**config.mk**
```make
export PLATFORM = sky130hd
export DESIGN_NAME = proximity_axis_protection
export DESIGN_NICKNAME = d
export VERILOG_FILES = /design/src/rtl/pap_pkg.sv /design/src/rtl/pap_div.sv /design/src/rtl/pap_front.sv /design/src/rtl/pap_back.sv /design/src/rtl/proximity_axis_protection.sv
export SDC_FILE = /design/constraint.sdc
export NUM_CORES = 2
export LEC_CHECK = 0
export CAP_MARGIN = 20
export CORE_MARGIN = 5
export CORE_UTILIZATION = 60
export DETAILED_ROUTE_END_ITERATION = 7
export DONT_BUFFER_PORTS = 1
export GPL_TIMING_DRIVEN = 0
export HOLD_SLACK_MARGIN = 0.1
export PLACE_DENSITY = 0.74
export SYNTH_ARGS = -nofsm -noshare
export SYNTH_HDL_FRONTEND = slang
export SYNTH_SLANG_ARGS = --single-unit
export TNS_END_PERCENT = 50
```
**constraint.sdc**
```tcl
create_clock -name i_clk -period 18.6 [get_ports i_clk]
set_input_delay 1.86 -clock i_clk [delete_from_list [all_inputs] [get_ports i_clk]]
set_output_delay 1.86 -clock i_clk [all_outputs]
set_load 0.01 [all_outputs]
```
**src/rtl/pap_pkg.sv**
```systemverilog
// ----------------------------------------------------------------------------
// pap_pkg
// shared types and constants of the proximity axis protection pipeline
// ----------------------------------------------------------------------------
package pap_pkg;

    localparam int CFG_IDX_W  = 3;
    localparam int CFG_DATA_W = 10;

    localparam logic [9:0] AXIS_CENTER  = 10'd511;
    localparam logic [9:0] AXIS_MAX     = 10'd1022;
    localparam logic [9:0] PERMILLE_DEN = 10'd1000;

    localparam logic [7:0] RST_PROT_DIST = 8'd30;
    localparam logic [7:0] RST_LOW_BAND  = 8'd10;
    localparam logic [7:0] RST_MED_BAND  = 8'd30;
    localparam logic [9:0] RST_LOW_PM    = 10'd200;
    localparam logic [9:0] RST_MED_PM    = 10'd600;
    localparam logic [9:0] RST_HIGH_PM   = 10'd0;

    typedef enum logic [CFG_IDX_W-1:0] {
        CFG_PROT_DIST = 3'd0,
        CFG_LOW_BAND  = 3'd1,
        CFG_MED_BAND  = 3'd2,
        CFG_LOW_PM    = 3'd3,
        CFG_MED_PM    = 3'd4,
        CFG_HIGH_PM   = 3'd5
    } t_cfg_idx;

    typedef struct packed {
        logic [9:0] range_first;
        logic [9:0] range_second;
        logic [9:0] control_signal;
    } t_req;

    typedef struct packed {
        logic [9:0] axis_value;
        logic       danger_first;
        logic       danger_second;
    } t_rsp;

    typedef struct packed {
        logic [7:0] prot_dist;
        logic [7:0] low_band;
        logic [7:0] med_band;
        logic [9:0] low_pm;
        logic [9:0] med_pm;
        logic [9:0] high_pm;
    } t_cfg;

    // decoded band of one side
    typedef struct packed {
        logic [7:0] num;
        logic [7:0] den;
        logic [9:0] pm;
        logic [9:0] scale;
        logic       danger;
        logic       zero;
    } t_side_op;

    // per item data that rides along the divider stages
    typedef struct packed {
        logic [9:0] ctl;
        logic [9:0] scale1;
        logic [9:0] scale2;
        logic [9:0] pm1;
        logic [9:0] pm2;
        logic       danger1;
        logic       danger2;
        logic       zero1;
        logic       zero2;
    } t_item_info;

endpackage

```
**src/rtl/pap_div.sv**
```systemverilog
// ----------------------------------------------------------------------------
// pap_div
// restoring divider, one quotient bit per register stage, gives
// floor(rem * 2^FRAC_BITS / den) for rem < 2 * den
// ----------------------------------------------------------------------------
module pap_div
    import pap_pkg::*;
#(
    parameter int FRAC_BITS = 16
) (
    input  logic                 i_clk,
    input  logic [9:0]           i_rem,
    input  logic [9:0]           i_den,
    output logic [FRAC_BITS:0]   o_quo
);

    localparam int NS = FRAC_BITS + 1;

    logic [9:0]         r_rem [NS];
    logic [9:0]         r_den [NS];
    logic [FRAC_BITS:0] r_quo [NS];

    for (genvar k = 0; k < NS; k++) begin : g_stage
        logic [10:0]        w_sh;
        logic [9:0]         w_den_in;
        logic [FRAC_BITS:0] w_quo_in;
        logic               w_ge;
        logic [10:0]        w_diff;
        logic [9:0]         n_rem;
        logic [FRAC_BITS:0] n_quo;

        if (k == 0) begin : g_head
            assign w_sh     = {1'b0, i_rem};
            assign w_den_in = i_den;
            assign w_quo_in = '0;
        end else begin : g_body
            assign w_sh     = {r_rem[k-1], 1'b0};
            assign w_den_in = r_den[k-1];
            assign w_quo_in = r_quo[k-1];
        end

        assign w_ge   = w_sh >= {1'b0, w_den_in};
        assign w_diff = w_sh - {1'b0, w_den_in};
        assign n_rem  = w_ge ? w_diff[9:0] : w_sh[9:0];

        always_comb begin
            n_quo                = w_quo_in;
            n_quo[FRAC_BITS - k] = w_ge;
        end

        always_ff @(posedge i_clk) begin
            r_rem[k] <= n_rem;
            r_den[k] <= w_den_in;
            r_quo[k] <= n_quo;
        end
    end

    assign o_quo = r_quo[NS-1];

endmodule

```
**src/rtl/pap_front.sv**
```systemverilog
// ----------------------------------------------------------------------------
// pap_front
// input stage: deflection and band decode of both sides
// ----------------------------------------------------------------------------
module pap_front
    import pap_pkg::*;
(
    input  logic      i_clk,
    input  logic      i_rst_n,
    input  logic      i_valid,
    input  t_req      i_req,
    input  t_cfg      i_cfg,
    output logic      o_valid,
    output t_side_op  o_op1,
    output t_side_op  o_op2,
    output logic [9:0] o_ctl
);

    function automatic t_side_op decode_side(
        input logic [9:0] range_in,
        input logic [9:0] defl,
        input t_cfg       cfg
    );
        t_side_op   op;
        logic [9:0] tm;
        logic [9:0] tl;
        logic [9:0] tt;
        logic [9:0] diff;
        op     = '0;
        tt     = {2'b00, cfg.prot_dist};
        tm     = tt + {2'b00, cfg.med_band};
        tl     = tt + {2'b00, cfg.low_band};
        diff   = '0;
        op.pm    = cfg.low_pm;
        op.scale = defl;
        priority if (range_in >= tm) begin
            op.zero = 1'b1;
        end else if (range_in >= tl) begin
            diff   = tm - range_in;
            op.num = diff[7:0];
            op.den = cfg.med_band - cfg.low_band;
        end else if (range_in >= tt) begin
            diff   = tl - range_in;
            op.num = diff[7:0];
            op.den = cfg.low_band;
            op.pm  = cfg.med_pm;
        end else begin
            diff      = tt - range_in;
            op.num    = diff[7:0];
            op.den    = cfg.prot_dist;
            op.pm     = cfg.high_pm;
            op.scale  = AXIS_CENTER;
            op.danger = 1'b1;
        end
        if (op.den == 8'd0) begin
            op.zero = 1'b1;
        end
        return op;
    endfunction

    logic [9:0] w_defl;
    t_side_op   n_op1;
    t_side_op   n_op2;
    logic       r_valid;
    t_side_op   r_op1;
    t_side_op   r_op2;
    logic [9:0] r_ctl;

    assign w_defl = (i_req.control_signal >= AXIS_CENTER) ?
                    (i_req.control_signal - AXIS_CENTER) :
                    (AXIS_CENTER - i_req.control_signal);

    assign n_op1 = decode_side(i_req.range_first, w_defl, i_cfg);
    assign n_op2 = decode_side(i_req.range_second, w_defl, i_cfg);

    always_ff @(posedge i_clk) begin
        if (!i_rst_n) begin
            r_valid <= 1'b0;
        end else begin
            r_valid <= i_valid;
        end
    end

    always_ff @(posedge i_clk) begin
        r_op1 <= n_op1;
        r_op2 <= n_op2;
        r_ctl <= i_req.control_signal;
    end

    assign o_valid = r_valid;
    assign o_op1   = r_op1;
    assign o_op2   = r_op2;
    assign o_ctl   = r_ctl;

endmodule

```
**src/rtl/pap_back.sv**
```systemverilog
// ----------------------------------------------------------------------------
// pap_back
// back end: gain times correction, times scale, then combine and saturate
// ----------------------------------------------------------------------------
module pap_back
    import pap_pkg::*;
#(
    parameter int FRAC_BITS = 16
) (
    input  logic               i_clk,
    input  logic               i_rst_n,
    input  logic               i_valid,
    input  t_item_info         i_info,
    input  logic [FRAC_BITS:0] i_gain1,
    input  logic [FRAC_BITS:0] i_gain2,
    input  logic [FRAC_BITS:0] i_corr1,
    input  logic [FRAC_BITS:0] i_corr2,
    output logic               o_valid,
    output t_rsp               o_rsp
);

    localparam int FW = FRAC_BITS + 2;
    localparam int PW = 2 * FRAC_BITS + 3;
    localparam int QW = FRAC_BITS + 12;

    function automatic logic [FW-1:0] mul_corr(
        input logic [FRAC_BITS:0] gain,
        input logic [FRAC_BITS:0] corr,
        input logic               danger,
        input logic               zero
    );
        logic [FW-1:0] corr_tot;
        logic [PW-1:0] prod;
        corr_tot = {1'b0, corr} + {1'b0, danger, {FRAC_BITS{1'b0}}};
        prod     = {{(FRAC_BITS+2){1'b0}}, gain} * {{(FRAC_BITS+1){1'b0}}, corr_tot};
        return zero ? '0 : prod[2*FRAC_BITS+1:FRAC_BITS];
    endfunction

    function automatic logic [10:0] mul_scale(
        input logic [FW-1:0] frac,
        input logic [9:0]    scale
    );
        logic [QW-1:0] prod;
        prod = {10'd0, frac} * {{FW{1'b0}}, scale};
        return prod[FRAC_BITS+10:FRAC_BITS];
    endfunction

    // multiply stage one
    logic          r_m1_valid;
    t_item_info    r_m1_info;
    logic [FW-1:0] r_frac1;
    logic [FW-1:0] r_frac2;

    // multiply stage two
    logic          r_m2_valid;
    t_item_info    r_m2_info;
    logic [10:0]   r_opp1;
    logic [10:0]   r_opp2;

    // output stage
    logic          r_out_valid;
    t_rsp          r_rsp;
    t_rsp          n_rsp;

    logic signed [12:0] w_v;
    logic signed [12:0] w_o1;
    logic signed [12:0] w_o2;
    logic signed [12:0] w_ctl;
    logic signed [12:0] w_ctr;
    logic [11:0]        w_o1_rnd;

    always_ff @(posedge i_clk) begin
        if (!i_rst_n) begin
            r_m1_valid  <= 1'b0;
            r_m2_valid  <= 1'b0;
            r_out_valid <= 1'b0;
        end else begin
            r_m1_valid  <= i_valid;
            r_m2_valid  <= r_m1_valid;
            r_out_valid <= r_m2_valid;
        end
    end

    always_ff @(posedge i_clk) begin
        r_m1_info <= i_info;
        r_frac1   <= mul_corr(i_gain1, i_corr1, i_info.danger1, i_info.zero1);
        r_frac2   <= mul_corr(i_gain2, i_corr2, i_info.danger2, i_info.zero2);
        r_m2_info <= r_m1_info;
        r_opp1    <= mul_scale(r_frac1, r_m1_info.scale1);
        r_opp2    <= mul_scale(r_frac2, r_m1_info.scale2);
        r_rsp     <= n_rsp;
    end

    assign w_o1     = $signed({2'b00, r_opp1});
    assign w_o2     = $signed({2'b00, r_opp2});
    assign w_ctl    = $signed({3'b000, r_m2_info.ctl});
    assign w_ctr    = $signed({3'b000, AXIS_CENTER});
    assign w_o1_rnd = {1'b0, r_opp1} + 12'd3;

    always_comb begin
        priority if (r_m2_info.danger1 && r_m2_info.danger2) begin
            w_v = w_ctr - $signed({3'b000, w_o1_rnd[11:2]})
                        + $signed({4'b0000, r_opp2[10:2]});
        end else if (r_m2_info.danger1) begin
            w_v = w_ctr - w_o1;
        end else if (r_m2_info.danger2) begin
            w_v = w_ctr + w_o2;
        end else if (r_m2_info.ctl >= AXIS_CENTER) begin
            w_v = w_ctl - w_o1;
        end else begin
            w_v = w_ctl + w_o2;
        end
    end

    always_comb begin
        n_rsp.danger_first  = r_m2_info.danger1;
        n_rsp.danger_second = r_m2_info.danger2;
        priority if (w_v < 13'sd0) begin
            n_rsp.axis_value = '0;
        end else if (w_v > $signed({3'b000, AXIS_MAX})) begin
            n_rsp.axis_value = AXIS_MAX;
        end else begin
            n_rsp.axis_value = w_v[9:0];
        end
    end

    assign o_valid = r_out_valid;
    assign o_rsp   = r_rsp;

endmodule

```
**src/rtl/proximity_axis_protection.sv**
```systemverilog
// a request passes the front register, the divider stages and the back-end multiply and output stages before o_done
// throughput: one request per cycle; the divider stages, one quotient bit each,
// set the depth of the pipeline
// busy stays low, results come out in request order and cannot be stalled
// synchronous active-low reset clears the valid bits and loads register defaults
// ----------------------------------------------------------------------------
// proximity_axis_protection
// guards one stick axis with two opposing range readings
// ----------------------------------------------------------------------------
module proximity_axis_protection
    import pap_pkg::*;
#(
    parameter int FRAC_BITS = 16
) (
    input  logic                  i_clk,
    input  logic                  i_rst_n,
    input  logic                  start,
    output logic                  busy,
    input  t_req                  i_req,
    input  logic                  i_cfg_we,
    input  logic [CFG_IDX_W-1:0]  i_cfg_idx,
    input  logic [CFG_DATA_W-1:0] i_cfg_data,
    output logic                  o_done,
    output t_rsp                  o_rsp
);

    localparam int NS  = FRAC_BITS + 1;
    localparam int LAT = FRAC_BITS + 5;

    // reciprocal of 1000, exact floor for every 10-bit per-mille value
    localparam int CORR_SH = 20;
    localparam logic [FRAC_BITS+10:0] CORR_MUL = (FRAC_BITS+11)'(
        ((64'd1 << (FRAC_BITS + CORR_SH)) + 64'(PERMILLE_DEN) - 64'd1) / 64'(PERMILLE_DEN));

    function automatic logic [FRAC_BITS:0] permille_q(input logic [9:0] pm);
        logic [FRAC_BITS+CORR_SH:0] prod;
        prod = {{(FRAC_BITS+11){1'b0}}, pm} * {10'd0, CORR_MUL};
        return prod[FRAC_BITS+CORR_SH:CORR_SH];
    endfunction

    t_cfg r_cfg;

    always_ff @(posedge i_clk) begin
        if (!i_rst_n) begin
            r_cfg.prot_dist <= RST_PROT_DIST;
            r_cfg.low_band  <= RST_LOW_BAND;
            r_cfg.med_band  <= RST_MED_BAND;
            r_cfg.low_pm    <= RST_LOW_PM;
            r_cfg.med_pm    <= RST_MED_PM;
            r_cfg.high_pm   <= RST_HIGH_PM;
        end else if (i_cfg_we) begin
            unique case (i_cfg_idx)
                CFG_PROT_DIST: r_cfg.prot_dist <= i_cfg_data[7:0];
                CFG_LOW_BAND:  r_cfg.low_band  <= i_cfg_data[7:0];
                CFG_MED_BAND:  r_cfg.med_band  <= i_cfg_data[7:0];
                CFG_LOW_PM:    r_cfg.low_pm    <= i_cfg_data;
                CFG_MED_PM:    r_cfg.med_pm    <= i_cfg_data;
                CFG_HIGH_PM:   r_cfg.high_pm   <= i_cfg_data;
                default: ;
            endcase
        end
    end

    assign busy = 1'b0;

    logic       w_fr_valid;
    t_side_op   w_op1;
    t_side_op   w_op2;
    logic [9:0] w_ctl;

    pap_front u_front (
        .i_clk   (i_clk),
        .i_rst_n (i_rst_n),
        .i_valid (start && !busy),
        .i_req   (i_req),
        .i_cfg   (r_cfg),
        .o_valid (w_fr_valid),
        .o_op1   (w_op1),
        .o_op2   (w_op2),
        .o_ctl   (w_ctl)
    );

    logic [FRAC_BITS:0] w_gain1;
    logic [FRAC_BITS:0] w_gain2;

    pap_div #(.FRAC_BITS(FRAC_BITS)) u_gain1 (
        .i_clk (i_clk),
        .i_rem ({2'b00, w_op1.num}),
        .i_den ({2'b00, w_op1.den}),
        .o_quo (w_gain1)
    );

    pap_div #(.FRAC_BITS(FRAC_BITS)) u_gain2 (
        .i_clk (i_clk),
        .i_rem ({2'b00, w_op2.num}),
        .i_den ({2'b00, w_op2.den}),
        .o_quo (w_gain2)
    );

    // side data aligned with the divider stages
    t_item_info         n_info;
    logic               r_dly_valid [NS];
    t_item_info         r_dly_info  [NS];
    logic [FRAC_BITS:0] r_corr1;
    logic [FRAC_BITS:0] r_corr2;

    always_comb begin
        n_info.ctl     = w_ctl;
        n_info.scale1  = w_op1.scale;
        n_info.scale2  = w_op2.scale;
        n_info.pm1     = w_op1.pm;
        n_info.pm2     = w_op2.pm;
        n_info.danger1 = w_op1.danger;
        n_info.danger2 = w_op2.danger;
        n_info.zero1   = w_op1.zero;
        n_info.zero2   = w_op2.zero;
    end

    always_ff @(posedge i_clk) begin
        if (!i_rst_n) begin
            for (int k = 0; k < NS; k++) begin
                r_dly_valid[k] <= 1'b0;
            end
        end else begin
            r_dly_valid[0] <= w_fr_valid;
            for (int k = 1; k < NS; k++) begin
                r_dly_valid[k] <= r_dly_valid[k-1];
            end
        end
    end

    always_ff @(posedge i_clk) begin
        r_dly_info[0] <= n_info;
        for (int k = 1; k < NS; k++) begin
            r_dly_info[k] <= r_dly_info[k-1];
        end
        r_corr1 <= permille_q(r_dly_info[NS-2].pm1);
        r_corr2 <= permille_q(r_dly_info[NS-2].pm2);
    end

    pap_back #(.FRAC_BITS(FRAC_BITS)) u_back (
        .i_clk   (i_clk),
        .i_rst_n (i_rst_n),
        .i_valid (r_dly_valid[NS-1]),
        .i_info  (r_dly_info[NS-1]),
        .i_gain1 (w_gain1),
        .i_gain2 (w_gain2),
        .i_corr1 (r_corr1),
        .i_corr2 (r_corr2),
        .o_valid (o_done),
        .o_rsp   (o_rsp)
    );

    a_done_follows_request: assert property (@(posedge i_clk) disable iff (!i_rst_n)
        o_done |-> $past(start, LAT))
        else $error("result without a request");

    a_axis_saturated: assert property (@(posedge i_clk) disable iff (!i_rst_n)
        o_done |-> (o_rsp.axis_value <= AXIS_MAX))
        else $error("axis value out of range");

    a_first_danger_pushes_down: assert property (@(posedge i_clk) disable iff (!i_rst_n)
        (o_done && o_rsp.danger_first && !o_rsp.danger_second)
            |-> (o_rsp.axis_value <= AXIS_CENTER))
        else $error("first side danger did not push back");

    a_second_danger_pushes_up: assert property (@(posedge i_clk) disable iff (!i_rst_n)
        (o_done && o_rsp.danger_second && !o_rsp.danger_first)
            |-> (o_rsp.axis_value >= AXIS_CENTER))
        else $error("second side danger did not push back");

endmodule
```
==> impl_metrics.env <==
export IMPL_critPathMostFrequentCell="fa_1"
export IMPL_drc_errors=0
export IMPL_period_needed_ns=8.47
export IMPL_grt_overflow=0
export IMPL_hold_ws_ns=0.286
export IMPL_place_hpwl_mm=150
export IMPL_die_area_um2=175000
export IMPL_cp_data_arrival_time_ns=9.09
export IMPL_grt_pass1_vias=67600
export IMPL_path_cells="clkbuf_1 -> clkbuf_1 -> nand2_1 -> fa_1 -> fa_1 -> fa_1 -> inv_1 -> fa_1 -> fa_1 -> inv_1 -> fa_1 -> inv_1 -> ha_1 -> a21o_1 -> a2111oi_0 -> o211ai_1 -> nand3_1 -> o221ai_1 -> a221oi_1 -> o21bai_1 -> a21oi_1 -> xor2_1 -> nor2_1"
export IMPL_finClkSkew_ns=0.0640
export IMPL_clockBufferDepth=3
export IMPL_chipWidth_um=419
export IMPL_holdCritPathClass="flip-flop to flip-flop"
export IMPL_place_congestion=0.914
export IMPL_status="complete, no violations"
export IMPL_via_per_inst=5.18
export IMPL_synth_warning_count=0
export IMPL_post_cts_buffers=0
export IMPL_insertion_delay_ns=0.81
export IMPL_drt_iter0_drc=3193
export IMPL_end_kind="flip-flop"
export IMPL_antenna_found_initial=0
export IMPL_vias=63400
export IMPL_synth_largest_area_cell="dfxtp_1"
export IMPL_syn_inst=9685
export IMPL_synth_area_um2=100000
export IMPL_final_nets=11700
export IMPL_numClockSinks=2087
export IMPL_finalHoldViolCount=0
export IMPL_r2r_slack_ns=10.13
export IMPL_htreeDepth=4
export IMPL_ctsHoldBuffers=0
export IMPL_criticalPathCategory="flip-flop to flip-flop"
export IMPL_drive_above_1_share_pct=3.70
export IMPL_drt_total_wl_mm=197
export IMPL_rr_startpoint="u_gain1.r_quo[16][3]"
export IMPL_min_delay_start="r_dly_info[0][797]"
export IMPL_wl_per_cell_um=16.1
export IMPL_cts_made_buffers=191
export IMPL_track_usage_pct=23.2
export IMPL_yosys_most_used_dff="dfxtp_1"
export IMPL_setup_viol=0
export IMPL_rsz0062_at_grt="false"
export IMPL_yosysMostFrequentCell="dfxtp_1"
export IMPL_cp_slowest_cell="a2111oi_0"
export IMPL_core_um2=167000
export IMPL_yosys_top_cells_count="dfxtp_1 (2,087), inv_1 (1,649), nand2_1 (968)"
export IMPL_crit_fanout=10
export IMPL_ant_nets=0
export IMPL_grt_pass1_wl_mm=332
export IMPL_required_ns=19.22
export IMPL_io_buffers=0
export IMPL_die_y_um=419
export IMPL_slew_viol_final=0
export IMPL_maxCapViolations=0
export IMPL_clkTransAtPathRegs_ns=0.06
export IMPL_fmax_mhz=118
export IMPL_relSlewSlack_pct=19.9
export IMPL_postCtsResizedCells=0
export IMPL_async_flop_share_pct=0
export IMPL_grt_max_degree=17
export IMPL_reg2reg_depth=23
export IMPL_fin_util_pct=66.0
export IMPL_hold_path_cell_count=0
export IMPL_tightestPinTransition_ns=1.20
export IMPL_synth_area_top_cells="dfxtp_1 (42%), fa_1 (17%), ha_1 (12%)"
export IMPL_max_stage_delay_ns=0.90
export IMPL_area_growth_pct=9.63
export IMPL_synth_top_area_share_pct=41.6
export IMPL_synth_edf_count=0
export IMPL_io_pin_count=61
export IMPL_fin_tns_setup_ns=0
export IMPL_cts_tree="yes"
export IMPL_syn_avg_cell_area_um2=10.4
export IMPL_cts_root_buffer="clkbuf_16"
export IMPL_firstDrtPassIters=6
export IMPL_ys_types=79
export IMPL_startpoint_type="flip-flop"
export IMPL_start_util_pct=60.2
export IMPL_synth_seq_cells=2087
export IMPL_timing_hold_worst_endpoint="r_dly_info[0][851]"
export IMPL_synthesis_nets=11500
export IMPL_ys_seq_area_share_pct=41.6
export IMPL_r2r_end="u_back.r_frac1[11]"
export IMPL_min_period_over_period_pct=45.5
export IMPL_rows=150
-- placed cells by master (no fill, tap or decap), types with 25 or more instances in the layout --
cell / n
nor2b_1: 101
clkbuf_16: 193
a21o_1: 74
o21ai_0: 167
clkbuf_1: 262
xor2_1: 108
inv_1: 1649
nor2_1: 393
a221oi_1: 25
xnor2_1: 228
and2_1: 456
a21boi_1: 85
dfxtp_1: 2087
clkinv_2: 28
a21oi_1: 390
nand2_1: 968
nand4b_1: 30
and3_1: 27
mux2i_1: 57
a21boi_0: 44
o21bai_1: 31
a211oi_1: 25
bufinv_16: 28
mux2_1: 69
nor3_1: 90
nand2b_1: 75
o21ai_1: 129
fa_1: 868
nand4_1: 49
ha_1: 924
nand3_1: 50
clkbuf_8: 30
-- critical path, delay by kind of cell, from the launching register on --
kind	cells	cell delay, ns
AO/OA/AOI/OAI	7	2.64
XOR/XNOR	1	0.19
flip-flops	1	0.30
adder cells (fa/ha/maj)	7	3.38
AND/OR/NAND/NOR	3	0.50
buffers and inverters	5	1.25
-- cell type report --
type                            count  area [µm²]
Antenna cell                        1        2.50
Buffer                            241         917
Clock buffer                      251        5350
Clock inverter                     97        1530
Fill cell                       12700       56700
Inverter                         1653        6210
Multi-Input combinational cell   5704       51400
Sequential cell                  2087       41800
Tap cell                         2204        2760
Timing Repair Buffer                2        17.5
-- routing by layer --
metal	GRT usage, %	part of all wire (%)	routed length [µm]
met5	0	0	0
met4	7.50	3.1	6040
met3	3.39	4.5	8890
met2	41.3	50	98500
met1	29.0	42	83800
-- metrics by stage --
step | instances | worst slack, ns | instance area [µm²]
finish | 12200 | 10.13 | 110000
global route | 12200 | 9.95 | 110000
CTS | 12200 | 10.21 | 110000
detailed placement | 11900 | 10.29 | 103000
global placement | 11900 | 10.45 | 103000
floorplan | 9685 | 12.31 | 100000
-- worst max-delay path by stage --
| stage | endpoint | startpoint |
|---|---|---|
| floorplan | u_back.r_frac1[11] | u_gain1.r_quo[16][3] |
| finish | u_back.r_frac1[11] | u_gain1.r_quo[16][3] |
| CTS | u_back.r_frac1[11] | u_gain1.r_quo[16][3] |
| global route | u_back.r_frac1[11] | u_gain1.r_quo[16][3] |
| global placement | u_back.r_frac1[11] | u_gain1.r_quo[16][3] |
| detailed placement | u_back.r_frac1[11] | u_gain1.r_quo[16][3] |
-- logic make-up after synthesis --
family / after synthesis / share of synthesized area (%)
DFF: 2087 / 41.6
buffers and inverters: 1894 / 7.10
and+or+nand+nor: 2319 / 11.1
AOI/OAI and AO/OA: 1101 / 6.65
xor gates and xnor gates: 336 / 2.93
adders and majority gates: 1792 / 28.8
other: 1 / 0.00374
muxes: 155 / 1.73
-- flip-flops by register name, indices dropped and copies added (netlist names), 17 cells and up --
register and count:
u_back.r_frac2 18, u_front.o_op2 38, r_corr2 17, u_gain1.r_den 128, r_dly_info 898, r_cfg 54, u_gain2.r_rem 159, r_corr1 17
u_back.r_frac1 18, u_gain1.r_rem 159, r_dly_valid 17, u_front.o_op1 38, u_gain1.r_quo 153, u_back.r_m1_info 32, u_gain2.r_den 128, u_gain2.r_quo 153
Power is left out: the tool's default activity adds up to more than one toggle a clock period on the data nets, which glitch-free logic cannot reach.
